===== src/tljp_pkg.sv =====
// ============================================================================
// tljp_pkg
// Shared types, constants and helpers for the Lennard-Jones pair kernel.
// ============================================================================
package tljp_pkg;

    localparam int NUM_TYPES   = 4;
    localparam int TYPE_W      = 2;
    localparam int QUEUE_DEPTH = 4;
    localparam int QPTR_W      = $clog2(QUEUE_DEPTH);
    localparam int QCNT_W      = $clog2(QUEUE_DEPTH + 1);
    localparam int DIV_LAT     = 64;
    localparam int MUL_LAT     = 3;
    localparam int TERM_LAT    = 5 * MUL_LAT + 1;
    localparam int PADDR_W     = 5;

    localparam logic [23:0] CUTOFF_RESET = 24'd163840;
    localparam logic [16:0] ROOT6_TWO    = 17'd73562;
    localparam logic [63:0] TOP          = 64'hFFFF_FFFF_FFFF_FFFF;
    localparam logic [40:0] MAG_CAP      = 41'h100_0000_0000;

    localparam logic [1:0] REG_REPULSIVE = 2'd0;
    localparam logic [1:0] REG_CUTOFF    = 2'd1;
    localparam logic [1:0] REG_SIGMA     = 2'd2;
    localparam logic [1:0] REG_REPS      = 2'd3;

    typedef enum logic [2:0] {
        OP_ZERO    = 3'd0,
        OP_OVERLAP = 3'd1,
        OP_E_WCA   = 3'd2,
        OP_E_LJ    = 3'd3,
        OP_FORCE   = 3'd4
    } op_t;

    typedef struct packed {
        logic              func;
        logic [23:0]       distance;
        logic [TYPE_W-1:0] type_a;
        logic [TYPE_W-1:0] type_b;
    } in_item_t;

    typedef struct packed {
        logic signed [31:0] value;
        logic               overlap;
        logic               saturated;
    } out_item_t;

    // Classified pair handed from the front end to the datapath.
    typedef struct packed {
        op_t         op;
        logic        use_cut;
        logic        cut_zero;
        logic [23:0] pair_dist;
        logic [23:0] cutoff;
        logic [16:0] s13;
        logic [31:0] eps;
    } cls_item_t;

    function automatic logic [15:0] table_word(input logic [63:0] tbl,
                                               input logic [TYPE_W-1:0] t);
        logic [15:0] w;
        w = '0;
        for (int i = 0; i < NUM_TYPES; i++)
        begin
            if (int'(t) == i)
            begin
                w = tbl[16*i +: 16];
            end
        end
        return w;
    endfunction

    function automatic logic [40:0] cap40(input logic [63:0] m);
        return (m > 64'(MAG_CAP)) ? MAG_CAP : m[40:0];
    endfunction

    function automatic logic signed [42:0] to_signed(input logic [40:0] mag,
                                                     input logic neg);
        logic signed [42:0] s;
        s = $signed({2'b00, mag});
        return neg ? -s : s;
    endfunction

endpackage


===== src/tljp_front.sv =====
// ============================================================================
// tljp_front
// Register file behind the APB port, and classification of incoming pairs.
// ============================================================================
module tljp_front import tljp_pkg::*;
(
    input  logic               clk,
    input  logic               rst_n,
    input  logic               psel,
    input  logic               penable,
    input  logic               pwrite,
    input  logic [PADDR_W-1:0] paddr,
    input  logic [63:0]        pwdata,
    output logic [63:0]        prdata,
    input  in_item_t           item,
    output cls_item_t          cls
);

    logic        repulsive_reg;
    logic [23:0] cutoff_reg;
    logic [63:0] sigma_reg;
    logic [63:0] reps_reg;
    logic [1:0]  idx;

    logic [15:0] sa, sb, ea, eb;
    logic [16:0] s13;
    logic [33:0] wca_lim;
    logic        in_wca, near;

    assign idx = paddr[PADDR_W-1:3];

    always_ff @(posedge clk or negedge rst_n)
    begin
        if (!rst_n)
        begin
            repulsive_reg <= 1'b0;
            cutoff_reg    <= CUTOFF_RESET;
            sigma_reg     <= '0;
            reps_reg      <= '0;
        end
        else if (psel && penable && pwrite)
        begin
            unique case (idx)
                REG_REPULSIVE: repulsive_reg <= pwdata[0];
                REG_CUTOFF:    cutoff_reg    <= pwdata[23:0];
                REG_SIGMA:     sigma_reg     <= pwdata;
                REG_REPS:      reps_reg      <= pwdata;
                default:       ;
            endcase
        end
    end

    always_comb
    begin
        unique case (idx)
            REG_REPULSIVE: prdata = {63'd0, repulsive_reg};
            REG_CUTOFF:    prdata = {40'd0, cutoff_reg};
            REG_SIGMA:     prdata = sigma_reg;
            REG_REPS:      prdata = reps_reg;
            default:       prdata = '0;
        endcase
    end

    always_comb
    begin
        sa      = table_word(sigma_reg, item.type_a);
        sb      = table_word(sigma_reg, item.type_b);
        ea      = table_word(reps_reg, item.type_a);
        eb      = table_word(reps_reg, item.type_b);
        s13     = {1'b0, sa} + {1'b0, sb};
        wca_lim = 34'(ROOT6_TWO) * 34'(s13);
        // The WCA range ends at 2^(1/6) sigma; both sides carry Q.29 scaling.
        in_wca  = ({item.distance, 13'd0} < 37'(wca_lim));
        near    = (item.distance < cutoff_reg);

        cls.use_cut   = 1'b0;
        cls.cut_zero  = (cutoff_reg == '0) && (s13 == '0);
        cls.pair_dist = item.distance;
        cls.cutoff    = cutoff_reg;
        cls.s13       = s13;
        cls.eps       = 32'(ea) * 32'(eb);

        if (item.distance == '0)
        begin
            cls.op = OP_OVERLAP;
        end
        else if (repulsive_reg)
        begin
            if (!in_wca)
            begin
                cls.op = OP_ZERO;
            end
            else
            begin
                cls.op = item.func ? OP_FORCE : OP_E_WCA;
            end
        end
        else if (near)
        begin
            cls.op = item.func ? OP_FORCE : OP_E_LJ;
        end
        else if (item.func)
        begin
            // Beyond the cutoff the force is taken at q = sigma / cutoff.
            cls.op      = OP_FORCE;
            cls.use_cut = 1'b1;
        end
        else
        begin
            cls.op = OP_ZERO;
        end
    end

endmodule


===== config.mk =====
export PLATFORM = sky130hd
export DESIGN_NAME = tljp_front
export DESIGN_NICKNAME = d
export VERILOG_FILES = /design/src/tljp_pkg.sv /design/src/tljp_front.sv
export SDC_FILE = /design/constraint.sdc
export NUM_CORES = 1
export LEC_CHECK = 0
export BUFFER_PORTS_ARGS = -buffer_cell sky130_fd_sc_hd__buf_2
export CORE_MARGIN = 3
export CORE_UTILIZATION = 45
export CTS_CLUSTER_DIAMETER = 120
export DETAILED_ROUTE_END_ITERATION = 8
export PLACE_DENSITY = 0.71
export SYNTH_ARGS = -nofsm -noshare
export SYNTH_HDL_FRONTEND = slang
export SYNTH_SLANG_ARGS = --single-unit

===== constraint.sdc =====
create_clock -name clk -period 14.7 [get_ports clk]
set_input_delay 0.735 -clock clk [delete_from_list [all_inputs] [get_ports clk]]
set_output_delay 0.735 -clock clk [all_outputs]
set_load 0.02 [all_outputs]

# [Word-level counts from Yosys, hierarchy flattened]
# Cells that the tools add are included.
[classes] n_addsub=1 n_mul=2 div=0 magnitude_cmp=2 eq_ne=9 shifts=0 n_mux=28 bitwise_logic=0 n_reduce_logical=13
[ops] operator="2-to-1 mux 16 bit" count=16
[ops] operator="case mux 64 bit (4 select lines)" count=1
[ops] operator="zero test 24 bit" count=2
[ops] operator="less-than comparator 37 x 34 -> 1 bit" count=1
[ops] operator="multiplier 16 x 17 -> 33 bit, first input constant" count=1
[ops] operator="multiplier 16 x 16 -> 32 bit" count=1
[ops] operator="less-than comparator 24 bit" count=1
[ops] operator="2-to-1 mux 3 bit" count=7
[ops] operator="adder 16 x 16 -> 17 bit" count=1
[ops] operator="zero test 17 bit" count=1
[ops] operator="== test 2 bit, second input constant" count=6
[ops] operator="AND reduction 2 bit" count=4
[ops] operator="== test 2 x 1 -> 1 bit, second input constant" count=3
[ops] operator="zero test 2 bit" count=3
[ops] operator="2-to-1 mux 1 bit" count=4
[ops] operator="logical AND 1 bit" count=3
[totals] register_bits=153 latchBits=0 ramBits=0 romBits=0 inputBits=103 out_inout_bits=166 word_cells=59 mem_count=0

# [Logic depth before layout (Yosys ltp)]
# Gate-level depths: netlist of run 1.
[depth] ltp_word=11 mapped_depth=47 mapped_depth_nobuf=43

# [Least setup slack after synthesis of run 1]
# Ideal clock, no wire load.
[synth_timing] path_type="input port to output port" start="input item[0] (netlist name)" end="output cls[100] (netlist name)" t_arrival_ns=11.319 t_required_ns=13.965 slack_ns=2.646 path_stages=42 path_buffers=3 path_cell_list="buf_2 > buf_1 > buf_2 > mux4_2 > ha_1 > a21o_1 > a21oi_1 > nand2b_1 > a21boi_0 > o41ai_2 > o21a_1 > o21ai_1 > or2_2 > xor2_1 > ha_1 > ha_1 > inv_1 > fa_1 > [... 6 more ...] > ha_1 > a21o_1 > a21o_1 > a21oi_2 > o22ai_1 > or2_1 > o41a_1 > a41o_1 > xnor2_1 > ha_1 > nand4_1 > nor2_1 > nand4_1 > or4_1 > a2111oi_0 > o211ai_1 > and4b_1 > a31o_1"
[synth_rtl] item="from (decl)" line="tljp_front.sv:15" text="input in_item_t item,"
[synth_rtl] item="to (decl)" line="tljp_front.sv:16" text="output cls_item_t cls"

==> results.py, run 1 <==
metrics = {
    "critical_path": {
        "reg2reg_slack_ns": 13.78,
        "crit_fanout": 25,
        "required_ns": 13.97,
        "r2r_start": "cutoff_reg[15]$_DFFE_PN1P_",
        "critical-path-slowest-cell": "a2111oi_0",
        "crit_buf_inv": 9,
        "worst_path_largest_cell_delay_ns": 0.57,
        "arrival_ns": 12.21,
        "endpoint_kind": "primary output",
        "critPathKind": "primary input to primary output",
        "crit_start": "item[1]",
        "path_delay_family": "adder cells",
        "critical_path.startpoint_type": "primary input",
    },
    "layout": {
        "multi_input_area_um2": 18500,
        "fill_cells": 4796,
        "regArea_um2": 3830,
        "drive_above_1_share_pct": 21.1,
        "area_delta_synth_final_pct": 10.1,
        "fin_nets": 3327,
    },
    "timing": {
        "hold_viol": 0,
        "finalSetupViolations": 0,
        "relSlewSlack_pct": 26.5,
        "clock-skew-final_ns": 0,
        "setup_tns_ns": 0,
        "rsz0062_at_grt": "false",
        "maxSlewViolCount": 0,
        "tightest_slew_ns": 1.10,
        "fin_crit_sh_pct": 88.1,
        "period_needed_ns": 12.95,
        "fmax_mhz": 77.2,
    },
    "global_routing": {
        "grt_pass1_wl_um": 116000,
        "grt_pass1_vias": 20224,
        "grt.total_usage_pct": 26.5,
        "grt_max_degree": 81,
        "antenna_found_initial": 6,
        "overflow": 0,
    },
    "floorplan": {
        "die_y_um": 240,
        "num_rows": 84,
        "core_area_um2": 53300,
        "dieArea_um2": 57400,
        "die_width_um": 240,
        "io_pins": 269,
        "floorplan.initialDensity_pct": 46.1,
    },
    "routing": {
        "drc": 0,
        "routed_wl_um": 74900,
        "drt_iter0_drc": 1135,
        "wire_per_inst_um": 22.5,
        "antenna_left": 0,
        "via_per_inst": 5.70,
        "dr.pass1.iters": 5,
        "dr_total_vias": 18953,
    },
    "placement": {
        "place_congestion": 0.960,
        "hpwl_um": 61500,
        "port_buffers": 265,
    },
    "synth": {
        "synthArstFlopShare_pct": 100,
        "synth_enable_flop_cells": 0,
        "syn-num-nets": 3138,
        "synth_cell_types": 73,
        "synth_area_um2": 24500,
        "synth-seq-cells": 153,
        "yosysSeqAreaShare_pct": 15.6,
        "yosysWarnings": 0,
        "synth_top_flop_cell": "dfrtp_1",
        "syn_inst": 2433,
        "avgSynthCellArea_um2": 10.1,
    },
    "clock_tree": {
        "postCtsHoldBufs": 0,
        "clk-insertion-delay-late_ns": 0.44,
        "cts_htree_levels": 4,
        "cts-root-buf": "clkbuf_16",
        "cts_max_path_buffers": 2,
        "clock_sinks": 153,
        "cts_made_buffers": 17,
        "post_cts_buffers": 0,
        "cts_resized": 0,
        "cts_tree": "done",
        "clkTransAtPathRegs_ns": 0.08,
    },
    "flow_run": {
        "cap_viol_max_count": 0,
    },
    "hold_path": {
        "min_path_type": "primary input to async pin",
    },
    "run_status": {
        "status": "complete, no violations",
    },
}
-- metal layers --
| layer | track usage (%) | routed length [µm] |
|---|---|---|
| met4 | 10.0 | 3010 |
| met3 | 4.99 | 5270 |
| met5 | 0 | 31 |
| met1 | 33.8 | 30500 |
| met2 | 44.8 | 36100 |
-- Yosys cell counts, types with 3 or more instances --
cell type | number | share of area, %
nand3b_1 | 4 | 0.12
o21a_1 | 10 | 0.31
a31o_2 | 3 | 0.11
nor3_1 | 17 | 0.35
buf_1 | 3 | 0.046
buf_2 | 6 | 0.12
a21oi_1 | 64 | 1.3
a22o_1 | 23 | 0.82
fa_1 | 303 | 25
nand2b_1 | 12 | 0.31
mux4_2 | 65 | 6.0
nand2_1 | 183 | 2.8
nor4_1 | 11 | 0.28
buf_4 | 24 | 0.73
inv_1 | 441 | 6.7
ha_1 | 299 | 15
a31oi_1 | 6 | 0.15
dfrtp_1 | 151 | 15
nand3_1 | 15 | 0.31
o211ai_1 | 7 | 0.21
a21o_1 | 49 | 1.5
and2_1 | 137 | 3.5
and4_1 | 3 | 0.11
and3_1 | 9 | 0.23
o21bai_1 | 9 | 0.28
and4b_1 | 3 | 0.12
xor2_1 | 22 | 0.78
mux2_2 | 155 | 7.1
mux2i_1 | 42 | 1.7
xnor2_1 | 36 | 1.3
clkbuf_1 | 82 | 1.3
a311oi_1 | 3 | 0.11
o21ai_0 | 53 | 1.1
a2111oi_0 | 3 | 0.11
nor2_1 | 53 | 0.81
a211oi_1 | 8 | 0.24
or3_1 | 4 | 0.10
nand4_1 | 17 | 0.43
nor2b_1 | 50 | 1.3
o21ai_1 | 3 | 0.061
-- cell usage in the layout, fill, tap and decap left out, types with 4 or more instances in the layout --
cell type / Yosys / final
nand4_1: 17 / 17
nand3b_1: 4 / 4
o21ai_0: 53 / 53
mux4_2: 65 / 65
nand3_1: 15 / 14
a21oi_1: 64 / 64
dfrtp_1: 151 / 151
xor2_1: 22 / 22
clkbuf_16: 0 / 17
buf_2: 6 / 263
nand2_1: 183 / 183
xnor2_1: 36 / 36
and2_1: 137 / 137
o21bai_1: 9 / 9
o21a_1: 10 / 10
o211ai_1: 7 / 7
or3_1: 4 / 4
mux2_2: 155 / 155
buf_4: 24 / 21
mux2i_1: 42 / 42
inv_1: 441 / 441
ha_1: 299 / 299
diode_2: 0 / 5
a21o_1: 49 / 49
nor2b_1: 50 / 49
a211oi_1: 8 / 8
nand2b_1: 12 / 12
nor4_1: 11 / 11
a22o_1: 23 / 23
bufinv_16: 0 / 4
fa_1: 303 / 303
nor3_1: 17 / 17
nor2_1: 53 / 53
a31oi_1: 6 / 6
and3_1: 9 / 9
-- final timing paths --
| check | end | cells past startpoint |
|---|---|---|
| setup / recovery | cls[100] | 45 |
| hold / removal | cutoff_reg[13]$_DFFE_PN0P_ | 1 |
| setup reg to reg | cutoff_reg[15]$_DFFE_PN1P_ | 2 |
| hold reg to reg | reps_reg[54]$_DFFE_PN0P_ | 1 |
| max in group asynchronous | sigma_reg[61]$_DFFE_PN0P_ | 2 |
| min in group clk | reps_reg[30]$_DFFE_PN0P_ | 2 |
-- cell families (layout without fill, tap and decap cells) --
family          after synthesis  count (layout)  synth area share (%)
fa+ha+maj                   602             602                  40.0
other cells                   0               5                     0
simple gates                534             534                  11.3
compound gates              268             268                  7.42
flops                       153             153                  15.6
mux                         262             262                  14.8
xor+xnor                     58              58                  2.07
buf+inv                     556             758                  8.90
-- cell type report --
| cell class | count | share of cell area [%] |
|---|---|---|
| clock buffer | 19 | 1.64 |
| timing repair buffer | 285 | 5.50 |
| tap | 688 | 3.19 |
| antenna | 5 | 0.0463 |
| inverter | 441 | 6.13 |
| sequential | 153 | 14.2 |
| clock inverter | 13 | 0.708 |
| multi-input combinational | 1724 | 68.6 |
-- per-stage QoR --
step / hold slack, ns / util [%] / area (µm²) / setup WS (ns) / cells
2_1_floorplan: 0.439 / - / 24500 / 2.65 / 2433
3_3_place_gp: 0.524 / 49.5 / 26400 / 1.98 / 3291
3_5_place_dp: 0.544 / 49.5 / 26400 / 1.93 / 3291
4_1_cts: 0.317 / 50.7 / 27000 / 1.82 / 3323
5_1_grt: 0.341 / 50.7 / 27000 / 1.09 / 3324
6_report: 0.272 / 50.7 / 27000 / 1.75 / 3328
Power of run 1 is not shown: default switching activity piles up to over one toggle a cycle in this logic, so the estimate is an artifact.
==> run 2: changes to the inputs <==
BUFFER_PORTS_ARGS = -buffer_cell sky130_fd_sc_hd__clkbuf_2   (was -buffer_cell sky130_fd_sc_hd__buf_2)
==> run 2 against run 1 <==
  * Critical path depth decreased by 5
  * Core utilization decreased by 0.075 points
  * Non-clock buffer count unchanged
  * Critical endpoint unchanged
  * Largest cell class unchanged
==> results.py, run 2 (synthesized netlist as in run 1, its figures left out) <==
metrics = {
    "routing": {
        "via_per_inst": 5.68,
        "wire_per_inst_um": 22.5,
        "antenna_left": 0,
        "dr_total_vias": 18900,
        "dr.pass1.iters": 5,
        "drc": 0,
        "routed_wl_um": 74800,
        "drt_iter0_drc": 1359,
    },
    "placement": {
        "place_congestion": 0.957,
        "port_buffers": 265,
        "hpwl_um": 61600,
    },
    "layout": {
        "fill_cells": 4820,
        "fin_nets": 3327,
        "drive_above_1_share_pct": 21.1,
        "area_delta_synth_final_pct": 9.94,
        "final_common_cell": "inv_1",
        "final_cell_mix": "441 x inv_1, 303 x fa_1, 299 x ha_1",
    },
    "timing": {
        "finalSetupViolations": 0,
        "setup_tns_ns": 0,
        "rsz0062_at_grt": "false",
        "clock-skew-final_ns": 0,
        "fmax_mhz": 78.2,
        "period_needed_ns": 12.78,
        "fin_crit_sh_pct": 87.0,
        "tightest_slew_ns": 1.10,
        "maxSlewViolCount": 0,
        "hold_viol": 0,
        "relSlewSlack_pct": 26.9,
    },
    "clock_tree": {
        "clkTransAtPathRegs_ns": 0.08,
        "post_cts_buffers": 0,
        "clock_sinks": 153,
        "cts_resized": 0,
        "cts_made_buffers": 17,
        "cts_tree": "done",
        "postCtsHoldBufs": 0,
        "clk-insertion-delay-late_ns": 0.44,
        "cts_max_path_buffers": 2,
        "cts_htree_levels": 4,
        "cts-root-buf": "clkbuf_16",
    },
    "critical_path": {
        "r2r_start": "cutoff_reg[15]$_DFFE_PN1P_",
        "arrival_ns": 12.05,
        "r2r_cells": 2,
        "crit_fanout": 24,
        "r2r-end": "cutoff_reg[15]$_DFFE_PN1P_",
        "reg2reg_slack_ns": 13.74,
        "critical-path-slowest-cell": "xnor2_1",
        "crit_end": "cls[100]",
        "critPathKind": "primary input to primary output",
        "crit_start": "item[0]",
        "required_ns": 13.97,
        "worst_path_largest_cell_delay_ns": 0.84,
        "endpoint_kind": "primary output",
        "critical_path.startpoint_type": "primary input",
    },
    "floorplan": {
        "dieArea_um2": 57400,
        "die_y_um": 240,
        "core_area_um2": 53300,
        "num_rows": 84,
        "die_width_um": 240,
        "io_pins": 269,
        "floorplan.initialDensity_pct": 46.1,
    },
    "global_routing": {
        "overflow": 0,
        "grt.total_usage_pct": 26.5,
        "antenna_found_initial": 8,
        "grt_pass1_wl_um": 116000,
        "grt_pass1_vias": 20129,
        "grt_max_degree": 87,
    },
    "flow_run": {
        "cap_viol_max_count": 0,
    },
    "hold_path": {
        "min_path_type": "primary input to async pin",
    },
    "run_status": {
        "status": "complete, no violations",
    },
}
==> run 2: cell types whose count changed in the layout (fill, tap and decap cells not counted) <==
| cell | previous run | this run |
|---|---|---|
| diode_2 | 5 | 3 |
| inv_8 | 0 | 1 |
| buf_2 | 263 | 0 |
| clkinvlp_4 | 3 | 2 |
| clkbuf_2 | 0 | 263 |
| clkinv_4 | 2 | 3 |
| bufinv_16 | 4 | 2 |
| clkinv_2 | 1 | 0 |
| inv_6 | 3 | 5 |
==> run 2: area by class of cell <==
type | instances | area, µm² | area share, %
inverters | 441 | 1660 | 6.13
repair buffers | 285 | 1490 | 5.50
multi-input cells | 1724 | 18500 | 68.7
flip-flops and latches | 153 | 3830 | 14.2
clock inverters | 13 | 156 | 0.580
well taps | 688 | 861 | 3.19
diodes | 3 | 7.51 | 0.0278
clock buffers | 19 | 443 | 1.64
==> run 2: routing by layer <==
| layer | vias up | global-route usage, % | share of wire (%) |
|---|---|---|---|
| met5 | - | 0 | 0.078 |
| met4 | 10 | 9.53 | 3.5 |
| met3 | 124 | 5.02 | 7.6 |
| met2 | 783 | 44.4 | 48 |
| met1 | 9586 | 34.5 | 41 |
| li1 | 8397 | - | - |
==> run 2: worst min-delay path by stage <==
stage	startpoint	end	slack, ns	cells past startpoint
after global routing	rst_n	cutoff_reg[13]$_DFFE_PN0P_	0.42	1
after global placement	reps_reg[58]$_DFFE_PN0P_	reps_reg[58]$_DFFE_PN0P_	0.52	1
after detailed placement	reps_reg[34]$_DFFE_PN0P_	reps_reg[34]$_DFFE_PN0P_	0.54	1
after floorplan	rst_n	cutoff_reg[0]$_DFFE_PN0P_	0.44	0
after CTS	rst_n	cutoff_reg[13]$_DFFE_PN0P_	0.38	1
final	rst_n	cutoff_reg[13]$_DFFE_PN0P_	0.35	1
==> run 2: worst max-delay path: cells and delay by family <==
kind	cells	cell delay, ns
adder cells (fa/ha/maj)	9	3.82
AND/OR/NAND/NOR	11	2.25
AO/OA/AOI/OAI	9	2.12
buffers and inverters	8	1.53
XOR/XNOR	2	0.99
multiplexers	1	0.58
==> run 2: stage by stage <==
step | utilization [%] | std cells | hold WS (ns) | area [µm²] | setup WS, ns
3_3_place_gp | 49.5 | 3291 | 0.524 | 26400 | 2.18
3_5_place_dp | 49.5 | 3291 | 0.543 | 26400 | 2.07
5_1_grt | 50.6 | 3325 | 0.415 | 27000 | 1.14
6_report | 50.6 | 3326 | 0.354 | 27000 | 1.92
2_1_floorplan | - | 2433 | 0.439 | 24500 | 2.65
4_1_cts | 50.6 | 3323 | 0.384 | 27000 | 2.02
Power of run 2 is left out for the same reason.
