`src/tljp_pkg.sv`:
```
// ============================================================================
// tljp_pkg
// Shared types, constants and helpers for the Lennard-Jones pair kernel.
// ============================================================================
package tljp_pkg;

    localparam int NUM_TYPES   = 4;
    localparam int TYPE_W      = 2;
    localparam int QUEUE_DEPTH = 4;
    localparam int QPTR_W      = $clog2(QUEUE_DEPTH);
    localparam int QCNT_W      = $clog2(QUEUE_DEPTH + 1);
    localparam int DIV_LAT     = 64;
    localparam int MUL_LAT     = 3;
    localparam int TERM_LAT    = 5 * MUL_LAT + 1;
    localparam int PADDR_W     = 5;

    localparam logic [23:0] CUTOFF_RESET = 24'd163840;
    localparam logic [16:0] ROOT6_TWO    = 17'd73562;
    localparam logic [63:0] TOP          = 64'hFFFF_FFFF_FFFF_FFFF;
    localparam logic [40:0] MAG_CAP      = 41'h100_0000_0000;

    localparam logic [1:0] REG_REPULSIVE = 2'd0;
    localparam logic [1:0] REG_CUTOFF    = 2'd1;
    localparam logic [1:0] REG_SIGMA     = 2'd2;
    localparam logic [1:0] REG_REPS      = 2'd3;

    typedef enum logic [2:0] {
        OP_ZERO    = 3'd0,
        OP_OVERLAP = 3'd1,
        OP_E_WCA   = 3'd2,
        OP_E_LJ    = 3'd3,
        OP_FORCE   = 3'd4
    } op_t;

    typedef struct packed {
        logic              func;
        logic [23:0]       distance;
        logic [TYPE_W-1:0] type_a;
        logic [TYPE_W-1:0] type_b;
    } in_item_t;

    typedef struct packed {
        logic signed [31:0] value;
        logic               overlap;
        logic               saturated;
    } out_item_t;

    // Classified pair handed from the front end to the datapath.
    typedef struct packed {
        op_t         op;
        logic        use_cut;
        logic        cut_zero;
        logic [23:0] pair_dist;
        logic [23:0] cutoff;
        logic [16:0] s13;
        logic [31:0] eps;
    } cls_item_t;

    function automatic logic [15:0] table_word(input logic [63:0] tbl,
                                               input logic [TYPE_W-1:0] t);
        logic [15:0] w;
        w = '0;
        for (int i = 0; i < NUM_TYPES; i++)
        begin
            if (int'(t) == i)
            begin
                w = tbl[16*i +: 16];
            end
        end
        return w;
    endfunction

    function automatic logic [40:0] cap40(input logic [63:0] m);
        return (m > 64'(MAG_CAP)) ? MAG_CAP : m[40:0];
    endfunction

    function automatic logic signed [42:0] to_signed(input logic [40:0] mag,
                                                     input logic neg);
        logic signed [42:0] s;
        s = $signed({2'b00, mag});
        return neg ? -s : s;
    endfunction

endpackage

```
`src/tljp_queue.sv`:
```
// ============================================================================
// tljp_queue
// Short queue of classified items between the front end and the datapath.
// ============================================================================
module tljp_queue import tljp_pkg::*;
(
    input  logic      clk,
    input  logic      rst_n,
    input  logic      push,
    input  cls_item_t wdata,
    output logic      full,
    input  logic      pop,
    output cls_item_t head,
    output logic      empty
);

    cls_item_t          mem_reg [QUEUE_DEPTH];
    logic [QPTR_W-1:0]  wr_ptr_reg, rd_ptr_reg;
    logic [QCNT_W-1:0]  count_reg;

    always_ff @(posedge clk)
    begin
        if (push)
        begin
            mem_reg[wr_ptr_reg] <= wdata;
        end
    end

    always_ff @(posedge clk or negedge rst_n)
    begin
        if (!rst_n)
        begin
            wr_ptr_reg <= '0;
            rd_ptr_reg <= '0;
            count_reg  <= '0;
        end
        else
        begin
            if (push)
            begin
                wr_ptr_reg <= wr_ptr_reg + 1'b1;
            end
            if (pop)
            begin
                rd_ptr_reg <= rd_ptr_reg + 1'b1;
            end
            if (push && !pop)
            begin
                count_reg <= count_reg + 1'b1;
            end
            else if (pop && !push)
            begin
                count_reg <= count_reg - 1'b1;
            end
        end
    end

    assign head  = mem_reg[rd_ptr_reg];
    assign full  = (count_reg == QCNT_W'(QUEUE_DEPTH));
    assign empty = (count_reg == '0);

endmodule

```
`config.mk`:
```
export PLATFORM = sky130hd
export DESIGN_NAME = tljp_queue
export DESIGN_NICKNAME = d
export VERILOG_FILES = /design/src/tljp_pkg.sv /design/src/tljp_queue.sv
export SDC_FILE = /design/constraint.sdc
export NUM_CORES = 1
export LEC_CHECK = 0
export BUFFER_PORTS_ARGS = -buffer_cell sky130_fd_sc_hd__clkbuf_2
export CAP_MARGIN = 20
export CORE_ASPECT_RATIO = 0.8
export CORE_UTILIZATION = 57
export DETAILED_ROUTE_END_ITERATION = 8
export GPL_TIMING_DRIVEN = 0
export PLACE_DENSITY = 0.91
export SLEW_MARGIN = 20
export SYNTH_ARGS = -nofsm -noshare
export SYNTH_HDL_FRONTEND = slang
export SYNTH_SLANG_ARGS = --single-unit
```
`constraint.sdc`:
```
create_clock -name clk -period 4.1 [get_ports clk]
set_clock_uncertainty 0.15 [all_clocks]
set_input_delay 0.205 -clock clk [delete_from_list [all_inputs] [get_ports clk]]
set_output_delay 0.205 -clock clk [all_outputs]
set_load 0.01 [all_outputs]
```
---- After elaboration in Yosys (flattened, before gate mapping) ----
Memories as Yosys holds them, arrays and structs flattened.
Index checks and enable logic that the tools add are counted.
operators by class
  add/sub/neg operators ................... 4
  eq/ne operators ......................... 1
  mux-type cells .......................... 4
  reduce and logical (&&, ||, !) cells .... 6
operators with widths
  kind                 number
  $mux 3               2
  $add 2x1->2 const B  2
  $add 3x1->3 const B  1
  $eq 3x3->1 const B   1
  $logic_not 3->1      1
  $sub 3x1->3 const B  1
  $logic_and 1x1->1    2
  $logic_not 1->1      2
  $mux 1               2
  $reduce_bool 2->1    1
storage, ports and cells
  register bits ........................... 7
  RAM bits ................................ 408
  output and inout port bits .............. 104
  word-level logic and storage cells ...... 19
  memories kept ........................... 1
memories
  name     words  bits a word  read ports  clocked after memory_dff  write ports  RTL line          text
  mem_reg  4      102          1           0                         1            tljp_queue.sv:17  cls_item_t mem_reg [QUEUE_DEPTH];

---- Depth between registers and ports, before layout ----
Gate-level depths: netlist (run 1).
  depth in word-level cells ............... 4
  gate-level depth with buffers ........... 7
  depth with buffers taken out ............ 7

---- Worst setup path before layout (run 1) ----
OpenSTA, ideal clock, no wires.
  path type ............................... reg2reg
  start ................................... register wr_ptr_reg[0]
  end ..................................... memory mem_reg[2][0] in the netlist's numbering, enable pin
  library setup time ...................... 0.472 ns
  arrival ................................. 2.971 ns
  path slack .............................. 0.506 ns
  cell stages (with the launch flop) ...... 4
  period minus slack after synthesis ...... 3.594 ns
  path through ............................ dfrtp_1 inv_1 ha_1 and2_1
RTL lines
  element                 RTL line          text
  start, declared         tljp_queue.sv:18  logic [QPTR_W-1:0] wr_ptr_reg, rd_ptr_reg;
  start signal, assigned  tljp_queue.sv:41  wr_ptr_reg <= wr_ptr_reg + 1'b1;
  end, declared           tljp_queue.sv:17
No word-level cell before the write port.

==> results.toml, run 1 <==
[grt]
grt_pass1_wl_mm = 45.8
grt_overflow = 0
grt_usage = 0.229
grt_pass1_vias = 8021
grt_max_degree = 47
antenna_found_initial = 0

[sta]
setup_viol = 0
worst_pin_slew_ps = 715
slew_headroom = 0.524
period_needed_ps = 2630
final-max-slew-violation-count = 0
fin_tns_setup_ps = 0
hold_violations = 0
rsz0062_at_grt = "no"
post-route-period-util = 0.642
clock.fmax_mhz = 380

[critical_path]
cp.required_ps = 3740
crit_end = "head[40]"
cp_max_fo = 10
end_kind = "output pin"
regToRegSetupSlack_ps = 2130
crit_buf_inv = 3
worstSetupPathType = "reg -> out"
r2r_end = "mem_reg[0][44]"
cpMaxStageDelayCell = "dfrtp_1"
crit_cells = 4
crit_family = "buffers and inverters"
cp_common_cell = "buf_2"
cp.arrival_ps = 2280
crit_path_start = "rd_ptr_reg[1]"
worst_r2r_startpoint = "wr_ptr_reg[0]"
max_stage_delay_ps = 460
rr_worst_depth = 4
cp-start-kind = "flop"
cp_cell_sequence = "buf_2 -> buf_2 -> mux4_2 -> clkbuf_2"

[floorplanning]
die_area_um2 = 27300
ios = 210
row_count = 53
start_util = 0.579
core_um2 = 26200
die_h_um = 148
die_w_um = 184

[logic_synthesis]
yosys_warnings = 0
synth_top_family_by_area = "multiplexers"
synthCells = 567
syn_area_um2 = 15200
syn_area_per_cell_um2 = 26.7
ys_seq_elements = 415
synth-xor-area-share = 0.00346
synthAdderAreaFrac = 0.00544
synth_nets = 679
synth_mux_area_frac = 0.152
yosysSeqAreaShare = 0.819
yosysUniqueCellTypes = 21
synth_compound_area_frac = 0.000330
synthSimpleGateAreaFrac = 0.00322

[clock_network]
cts_max_level = 2
path_clk_slew_ps = 70
ctsResizeCount = 0
clk_path_buf_depth = 3
cts.sinks = 415
clockRootBuffer = "clkbuf_16"
cts_buffers = 39
clk_latency_ps = 510
cts_tree = "yes"
cts_setup_buffers = 0

[detailed_routing]
wl_per_cell_um = 23.4
drt-initial-drc-count = 472
totalWireLength_mm = 30.7
dr.pass1.iters = 5
vias = 7395
drc_errors = 0
ant_nets = 0
routed_via_density = 5.62

[placement]
place_area_um2 = 16900
numPortBuffers = 209
dpl.hpwl_mm = 17.7
gp_congestion = 0.708

[run]
cap_violations = 0

[power]
ir_worst_vdd_v = 0.000532
p_per_area_nw_per_um2 = 691
power.leakage_nw = 6.71

[finish]
fin_nets = 1043
fin_area_um2 = 19100
largest_reg_flops = 408
syn2layout_area_growth_pct = 26.1
antenna_cells = 0
layout-drive-gt1-share = 0.413
fillers = 1415

[run_status]
outcome = "completed"

[worst_hold_path]
holdCritStartpoint = "wdata[26]"
hp-class = "in -> reg"
[power by group]
part           internal [mW]  switching (mW)
registers               5.54           0.222
clock network           1.95            1.44
logic                   1.92            2.15
[through the flow]
stage	power, mW	setup WS (ps)	util	std cells	hold WS (ps)
6_report	13.2	1470	0.730	1316	310
4_1_cts	13.3	1440	0.730	1316	279
2_1_floorplan	8.35	506	-	567	-241
3_5_place_dp	9.83	2070	0.644	1141	-91.7
3_3_place_gp	9.69	-1090	0.636	1133	-105
5_1_grt	13.8	1370	0.730	1316	301
[worst register-to-register path, delay by kind of cell, from the launching register on]
family | cells | cell delay (ps)
buffers and inverters | 2 | 410
and+or+nand+nor | 1 | 460
DFF | 1 | 430
adders and majority gates | 1 | 150
[timing repair]
item,4_1_cts,5_1_grt
hold buffers,106,0
endpoints found under the setup margin,0,0
endpoints found under the hold margin,419,0
[routing by layer]
| metal | vias to the layer above | GRT usage | wire (um) | part of all wire |
|---|---|---|---|---|
| li1 | 3179 | - | - | - |
| met1 | 3816 | 0.295 | 11500 | 0.37 |
| met2 | 337 | 0.391 | 16000 | 0.52 |
| met3 | 63 | 0.0542 | 2440 | 0.079 |
| met4 | 0 | 0.0708 | 719 | 0.023 |
| met5 | - | 0 | 0 | 0 |
[kinds of logic (layout without fill, tap and decap cells)]
| kind of cell | after synthesis | count (layout) |
|---|---|---|
| flops | 415 | 415 |
| mux | 103 | 103 |
| buf+inv | 27 | 419 |
| simple gates | 9 | 9 |
| fa+ha+maj | 6 | 6 |
| xor+xnor | 6 | 6 |
| compound gates | 1 | 1 |
[worst min-delay path by stage]
stage,endpoint,cells after the start
5_1_grt,mem_reg[3][69],2
2_1_floorplan,count_reg[0],0
4_1_cts,mem_reg[3][85],2
3_5_place_dp,count_reg[2],1
6_report,mem_reg[0][26],2
3_3_place_gp,count_reg[2],1
[cells in the final DEF, fill, tap and decap left out]
| cell | instances |
|---|---|
| buf_8 | 1 |
| nor3b_1 | 1 |
| dfrtp_1 | 7 |
| nor3_1 | 1 |
| buf_2 | 8 |
| o21ai_0 | 1 |
| edfxtp_1 | 408 |
| nor2_1 | 1 |
| xnor2_1 | 2 |
| bufinv_16 | 2 |
| clkbuf_1 | 9 |
| clkinv_2 | 9 |
| buf_6 | 1 |
| buf_16 | 5 |
| clkbuf_16 | 41 |
| nand2_1 | 2 |
| clkinv_1 | 8 |
| mux2_2 | 1 |
| buf_4 | 4 |
| ha_1 | 5 |
| and2_4 | 4 |
| buf_1 | 3 |
| clkbuf_2 | 209 |
| mux4_2 | 102 |
| fa_1 | 1 |
| dlygate4sd3_1 | 106 |
| xor2_1 | 4 |
| buf_12 | 9 |
| inv_1 | 4 |
[synthesized netlist by cell type]
cell / n / area (um^2)
fa_1: 1 / 20.0
and2_1: 4 / 25.0
buf_2: 8 / 40.0
buf_6: 1 / 11.3
mux4_2: 102 / 2300
buf_8: 1 / 15.0
buf_12: 6 / 120
xnor2_1: 2 / 17.5
inv_1: 4 / 15.0
nand2_1: 2 / 7.51
mux2_2: 1 / 11.3
buf_1: 3 / 11.3
xor2_1: 4 / 35.0
o21ai_0: 1 / 5.00
dfrtp_1: 7 / 175
nor3_1: 1 / 5.00
ha_1: 5 / 62.6
nor2_1: 1 / 3.75
buf_4: 4 / 30.0
nor3b_1: 1 / 7.51
edfxtp_1: 408 / 12300
[final cells by class]
| cell class | count | area, um^2 | share of cell area |
|---|---|---|---|
| buffer | 23 | 228 | 0.0119 |
| clock buffer | 50 | 1060 | 0.0554 |
| clock inverter | 19 | 135 | 0.00707 |
| inverter | 4 | 15.0 | 0.000785 |
| multi-input combinational | 125 | 2510 | 0.131 |
| sequential | 415 | 12400 | 0.650 |
| tap | 357 | 447 | 0.0234 |
| timing repair buffer | 323 | 2300 | 0.121 |
No activity file was read; power rests on OpenSTA's default activity.
==> run 2: changes to the inputs <==
--- a/config.mk
+++ b/config.mk
@@ -8,10 +8,10 @@
 export BUFFER_PORTS_ARGS = -buffer_cell sky130_fd_sc_hd__clkbuf_2
 export CAP_MARGIN = 20
 export CORE_ASPECT_RATIO = 0.8
-export CORE_UTILIZATION = 57
+export CORE_UTILIZATION = 51
 export DETAILED_ROUTE_END_ITERATION = 8
 export GPL_TIMING_DRIVEN = 0
-export PLACE_DENSITY = 0.91
+export PLACE_DENSITY = 0.87
 export SLEW_MARGIN = 20
 export SYNTH_ARGS = -nofsm -noshare
 export SYNTH_HDL_FRONTEND = slang
==> constraint.sdc (replaced) <==
create_clock -name clk -period 2.1 [get_ports clk]
set_clock_uncertainty 0.15 [all_clocks]
set_input_delay 0.105 -clock clk [delete_from_list [all_inputs] [get_ports clk]]
set_output_delay 0.105 -clock clk [all_outputs]
set_load 0.01 [all_outputs]
==> results.toml, run 2 (same netlist as run 1, synthesis figures left out) <==
[run_status]
outcome = "finished, violations left"
violations = "negative setup slack"

[sta]
rsz0062_at_grt = "yes"
worst_pin_slew_ps = 555
clock.fmax_mhz = 436
post-route-period-util = 1.09
setup_viol = 102
hold_violations = 0
period_needed_ps = 2290
holdWs_ps = 190
slew_headroom = 0.630
fin_ws_ps = -191
final-max-slew-violation-count = 0

[floorplanning]
start_util = 0.518
die_area_um2 = 30400
die_w_um = 195
ios = 210
row_count = 56
core_um2 = 29300
die_h_um = 156

[power]
netSwitchingPower_mw = 7.53
power.leakage_nw = 6.81
switching_share = 0.287
p_per_area_nw_per_um2 = 1360
ir_worst_vdd_v = 0.000838
comb_power_share = 0.326
p_seq_frac = 0.426
internal-power_mw = 18.7
p_clk_frac = 0.247

[critical_path]
cp.required_ps = 1850
cp.arrival_ps = 2040
end_kind = "output pin"
cp-start-kind = "flop"
cp_cell_sequence = "buf_6 -> buf_12 -> buf_12 -> mux4_2 -> buf_2"
max_stage_delay_ps = 520
cp_max_fo = 10
worstSetupPathType = "reg -> out"
crit_family = "buffers and inverters"
crit_buf_inv = 4
cp_common_cell = "buf_12"
cpMaxStageDelayCell = "mux4_2"

[detailed_routing]
drc_errors = 0
dr.pass1.iters = 4
routed_via_density = 5.47
wl_per_cell_um = 22.8
ant_nets = 0
drt-initial-drc-count = 453
vias = 7377
totalWireLength_mm = 30.8

[finish]
fin_nets = 1058
seqCellArea_um2 = 12400
fin_area_um2 = 19400
largest_reg_flops = 408
final_util = 0.662
fillers = 1833
mostFrequentLayoutCells = "408 x edfxtp_1, 200 x clkbuf_2, 106 x dlygate4sd3_1, 102 x mux4_2, 44 x clkbuf_16"
layout-drive-gt1-share = 0.420
final_common_cell = "edfxtp_1"
multi_input_area_um2 = 2510
syn2layout_area_growth_pct = 27.8
antenna_cells = 0

[run]
cap_violations = 0

[grt]
grt_max_degree = 46
grt_pass1_wl_mm = 44.9
grt_pass1_vias = 7870
antenna_found_initial = 0
grt_overflow = 0
grt_usage = 0.198

[clock_network]
cts_max_level = 2
path_clk_slew_ps = 60
clk_path_buf_depth = 3
cts_tree = "yes"
clk_latency_ps = 520
cts_buffers = 40
cts.sinks = 415
clockRootBuffer = "clkbuf_16"

[placement]
numPortBuffers = 209
gp_congestion = 0.693
pre_cts_ws_ps = 39.5
place_area_um2 = 16900
dpl.hpwl_mm = 17.6

[worst_hold_path]
hp-class = "in -> reg"
## run 2: changes by cell type in the layout (fill, tap and decap cells not counted), moves of 5 or more
cell	previous run	this run
buf_4	4	11
clkinv_2	9	3
buf_6	1	11
clkbuf_1	9	14
buf_12	9	16
clkbuf_2	209	200
## run 2: timing repair
| action | in CTS | in global routing |
|---|---|---|
| gates resized for setup | 17 | 24 |
| hold endpoints to repair | 421 | 0 |
| endpoints found under the setup margin | 102 | 127 |
| hold buffers | 106 | 0 |
| buffers inserted | 4 | 4 |
| cloned | 1 | 4 |
## run 2: stage by stage
step	power, mW	TNS (ps)	instances
6_report	26.3	-13560	1348
5_1_grt	27.4	-21820	1348
4_1_cts	26.1	-18940	1340
3_5_place_dp	19.2	0	1162
3_3_place_gp	18.8	-145910	1153
2_1_floorplan	16.2	0	567
## run 2: worst paths after layout
check                           slack [ps]           from              to  cells past startpoint
worst max-delay path                  -190  rd_ptr_reg[0]        head[72]                      5
worst min-delay path                   190       wdata[9]   mem_reg[0][9]                      2
worst max register to register         120  wr_ptr_reg[0]  mem_reg[2][35]                      4
worst min register to register         350   count_reg[2]    count_reg[2]                      1
max in group asynchronous             1140          rst_n    count_reg[0]                      3
min in group asynchronous              410          rst_n    count_reg[1]                      3
## run 2: area by class of cell
class,instances,area share
sequential,415,0.641
inverter,4,0.000774
tap,377,0.0243
clock buffer,55,0.0556
buffer,23,0.0146
clock inverter,12,0.00426
multi-input combinational,126,0.130
timing repair buffer,336,0.130
## run 2: power groups by stage
stage	Combinational, mW	Sequential (mW)	Clock, mW
2_1_floorplan	4.95	11.2	0
3_3_place_gp	7.51	11.3	0
3_5_place_dp	7.86	11.4	0
4_1_cts	8.31	11.2	6.60
5_1_grt	9.16	11.3	6.92
6_report	8.58	11.2	6.50
## run 2: per-layer routing
metal,vias to the layer above,part of all wire,GRT usage
met3,45,0.062,0.0448
met2,268,0.52,0.337
met4,0,0.018,0.0529
met5,-,0,0
met1,3858,0.40,0.262
li1,3206,-,-
==> run 3: changes to the inputs <==
--- a/config.mk
+++ b/config.mk
@@ -5,7 +5,7 @@
 export SDC_FILE = /design/constraint.sdc
 export NUM_CORES = 1
 export LEC_CHECK = 0
-export BUFFER_PORTS_ARGS = -buffer_cell sky130_fd_sc_hd__clkbuf_2
+export BUFFER_PORTS_ARGS = -buffer_cell sky130_fd_sc_hd__buf_4
 export CAP_MARGIN = 20
 export CORE_ASPECT_RATIO = 0.8
 export CORE_UTILIZATION = 51
==> results.toml, run 3 (same netlist as run 1, synthesis figures left out) <==
[critical_path]
cp-start-kind = "flop"
end_kind = "output pin"
cpMaxStageDelayCell = "mux4_2"
crit_family = "buffers and inverters"
cp.arrival_ps = 2040
max_stage_delay_ps = 450
cp.required_ps = 1850
worstSetupPathType = "reg -> out"
cp_max_fo = 5
cp_cell_sequence = "buf_6 -> buf_4 -> buf_4 -> clkbuf_16 -> mux4_2 -> buf_6"
crit_buf_inv = 5

[detailed_routing]
drt-initial-drc-count = 462
ant_nets = 0
dr.pass1.iters = 5
wl_per_cell_um = 23.2
routed_via_density = 5.45
vias = 7351
totalWireLength_mm = 31.3
drc_errors = 0

[finish]
fin_nets = 1055
final_util = 0.695
largest_reg_flops = 408
antenna_cells = 0
syn2layout_area_growth_pct = 34.2
layout-drive-gt1-share = 0.428
final_common_cell = "edfxtp_1"
mostFrequentLayoutCells = "408 x edfxtp_1, 133 x buf_4, 106 x dlygate4sd3_1, 102 x mux4_2, 94 x buf_6"

[sta]
hold_violations = 0
rsz0062_at_grt = "yes"
slew_headroom = 0.722
holdWs_ps = 171
final-max-slew-violation-count = 0
clock.fmax_mhz = 436
worst_pin_slew_ps = 417
post-route-period-util = 1.09
period_needed_ps = 2290
setup_viol = 102
fin_ws_ps = -193

[power]
power.leakage_nw = 7.12
ir_worst_vdd_v = 0.000961
power_mw = 28.7
p_per_area_nw_per_um2 = 1410

[grt]
grt_pass1_vias = 7975
grt_pass1_wl_mm = 45.8
grt_usage = 0.203
grt_max_degree = 49
antenna_found_initial = 0
grt_overflow = 0

[clock_network]
clockRootBuffer = "clkbuf_16"
cts_max_level = 2
clk_latency_ps = 520
path_clk_slew_ps = 70
cts_buffers = 40
cts_tree = "yes"
clk_path_buf_depth = 3
cts.sinks = 415

[worst_hold_path]
hp-class = "in -> reg"

[placement]
gp_congestion = 0.686
numPortBuffers = 209
dpl.hpwl_mm = 17.5

[floorplanning]
die_w_um = 195
ios = 210
die_area_um2 = 30400
row_count = 56
die_h_um = 156
start_util = 0.518
core_um2 = 29300

[run_status]
outcome = "finished, violations left"
violations = "negative setup slack"

[run]
cap_violations = 0
## run 3: changes by cell type in the layout (fill, tap and decap cells not counted), moves of 5 or more
| cell | delta |
|---|---|
| buf_4 | +122 |
| bufinv_16 | +6 |
| buf_12 | -5 |
| clkbuf_2 | -200 |
| clkbuf_1 | -5 |
| buf_6 | +83 |
## run 3: stage by stage
| stage | setup slack, ps | instances | instance area (um^2) | setup TNS, ps |
|---|---|---|---|---|
| floorplan | 160 | 567 | 15200 | 0 |
| global placement | -397 | 1153 | 17200 | -145800 |
| detailed placement | 76.9 | 1161 | 17400 | 0 |
| CTS | -243 | 1346 | 20300 | -18240 |
| global route | -263 | 1349 | 20400 | -21540 |
| finish | -193 | 1349 | 20400 | -13370 |
## run 3: layout make-up
type / instances / area (um^2)
multi-input cells: 125 / 2510
clock inverters: 20 / 274
inverters: 4 / 15.0
flip-flops and latches: 415 / 12400
repair buffers: 335 / 3310
clock buffers: 51 / 1070
plain buffers: 22 / 283
fillers: 1683 / 8930
well taps: 377 / 472
## run 3: worst reg2reg max path, cell delays in order (launching register included)
cell,delay (ps)
dfrtp_1,430
inv_1,110
ha_1,140
and2_4,400
buf_16,330
## run 3: path summary, 6_finish.rpt
path,start,endpoint,slack [ps],cells past startpoint
max,rd_ptr_reg[0],head[99],-190,6
min,wdata[32],mem_reg[3][32],170,2
max reg2reg,wr_ptr_reg[0],mem_reg[0][31],180,4
min reg2reg,count_reg[2],count_reg[2],400,1
max in group asynchronous,rst_n,rd_ptr_reg[1],1080,3
min in group asynchronous,rst_n,count_reg[1],440,3
## run 3: report_power, final
part	leakage, nW	switching [mW]	internal (mW)
Clock	0.654	2.93	4.47
Combinational	2.64	4.54	5.53
Sequential	3.83	0.405	10.8
## run 3: repair_timing
item	in CTS	in global routing
hold buffers	106	0
setup buffers	6	4
resized for setup	104	14
endpoints found under the setup margin	102	102
gates cloned	2	1
endpoints found under the hold margin	421	0
## run 3: per-layer routing
layer  global-route usage  wire, um  vias to the layer above
li1                     -         -                     3199
met1                0.260     12500                     3843
met2                0.354     16300                      267
met3               0.0466      2000                       42
met4               0.0502       496                        0
met5                    0         0                        -
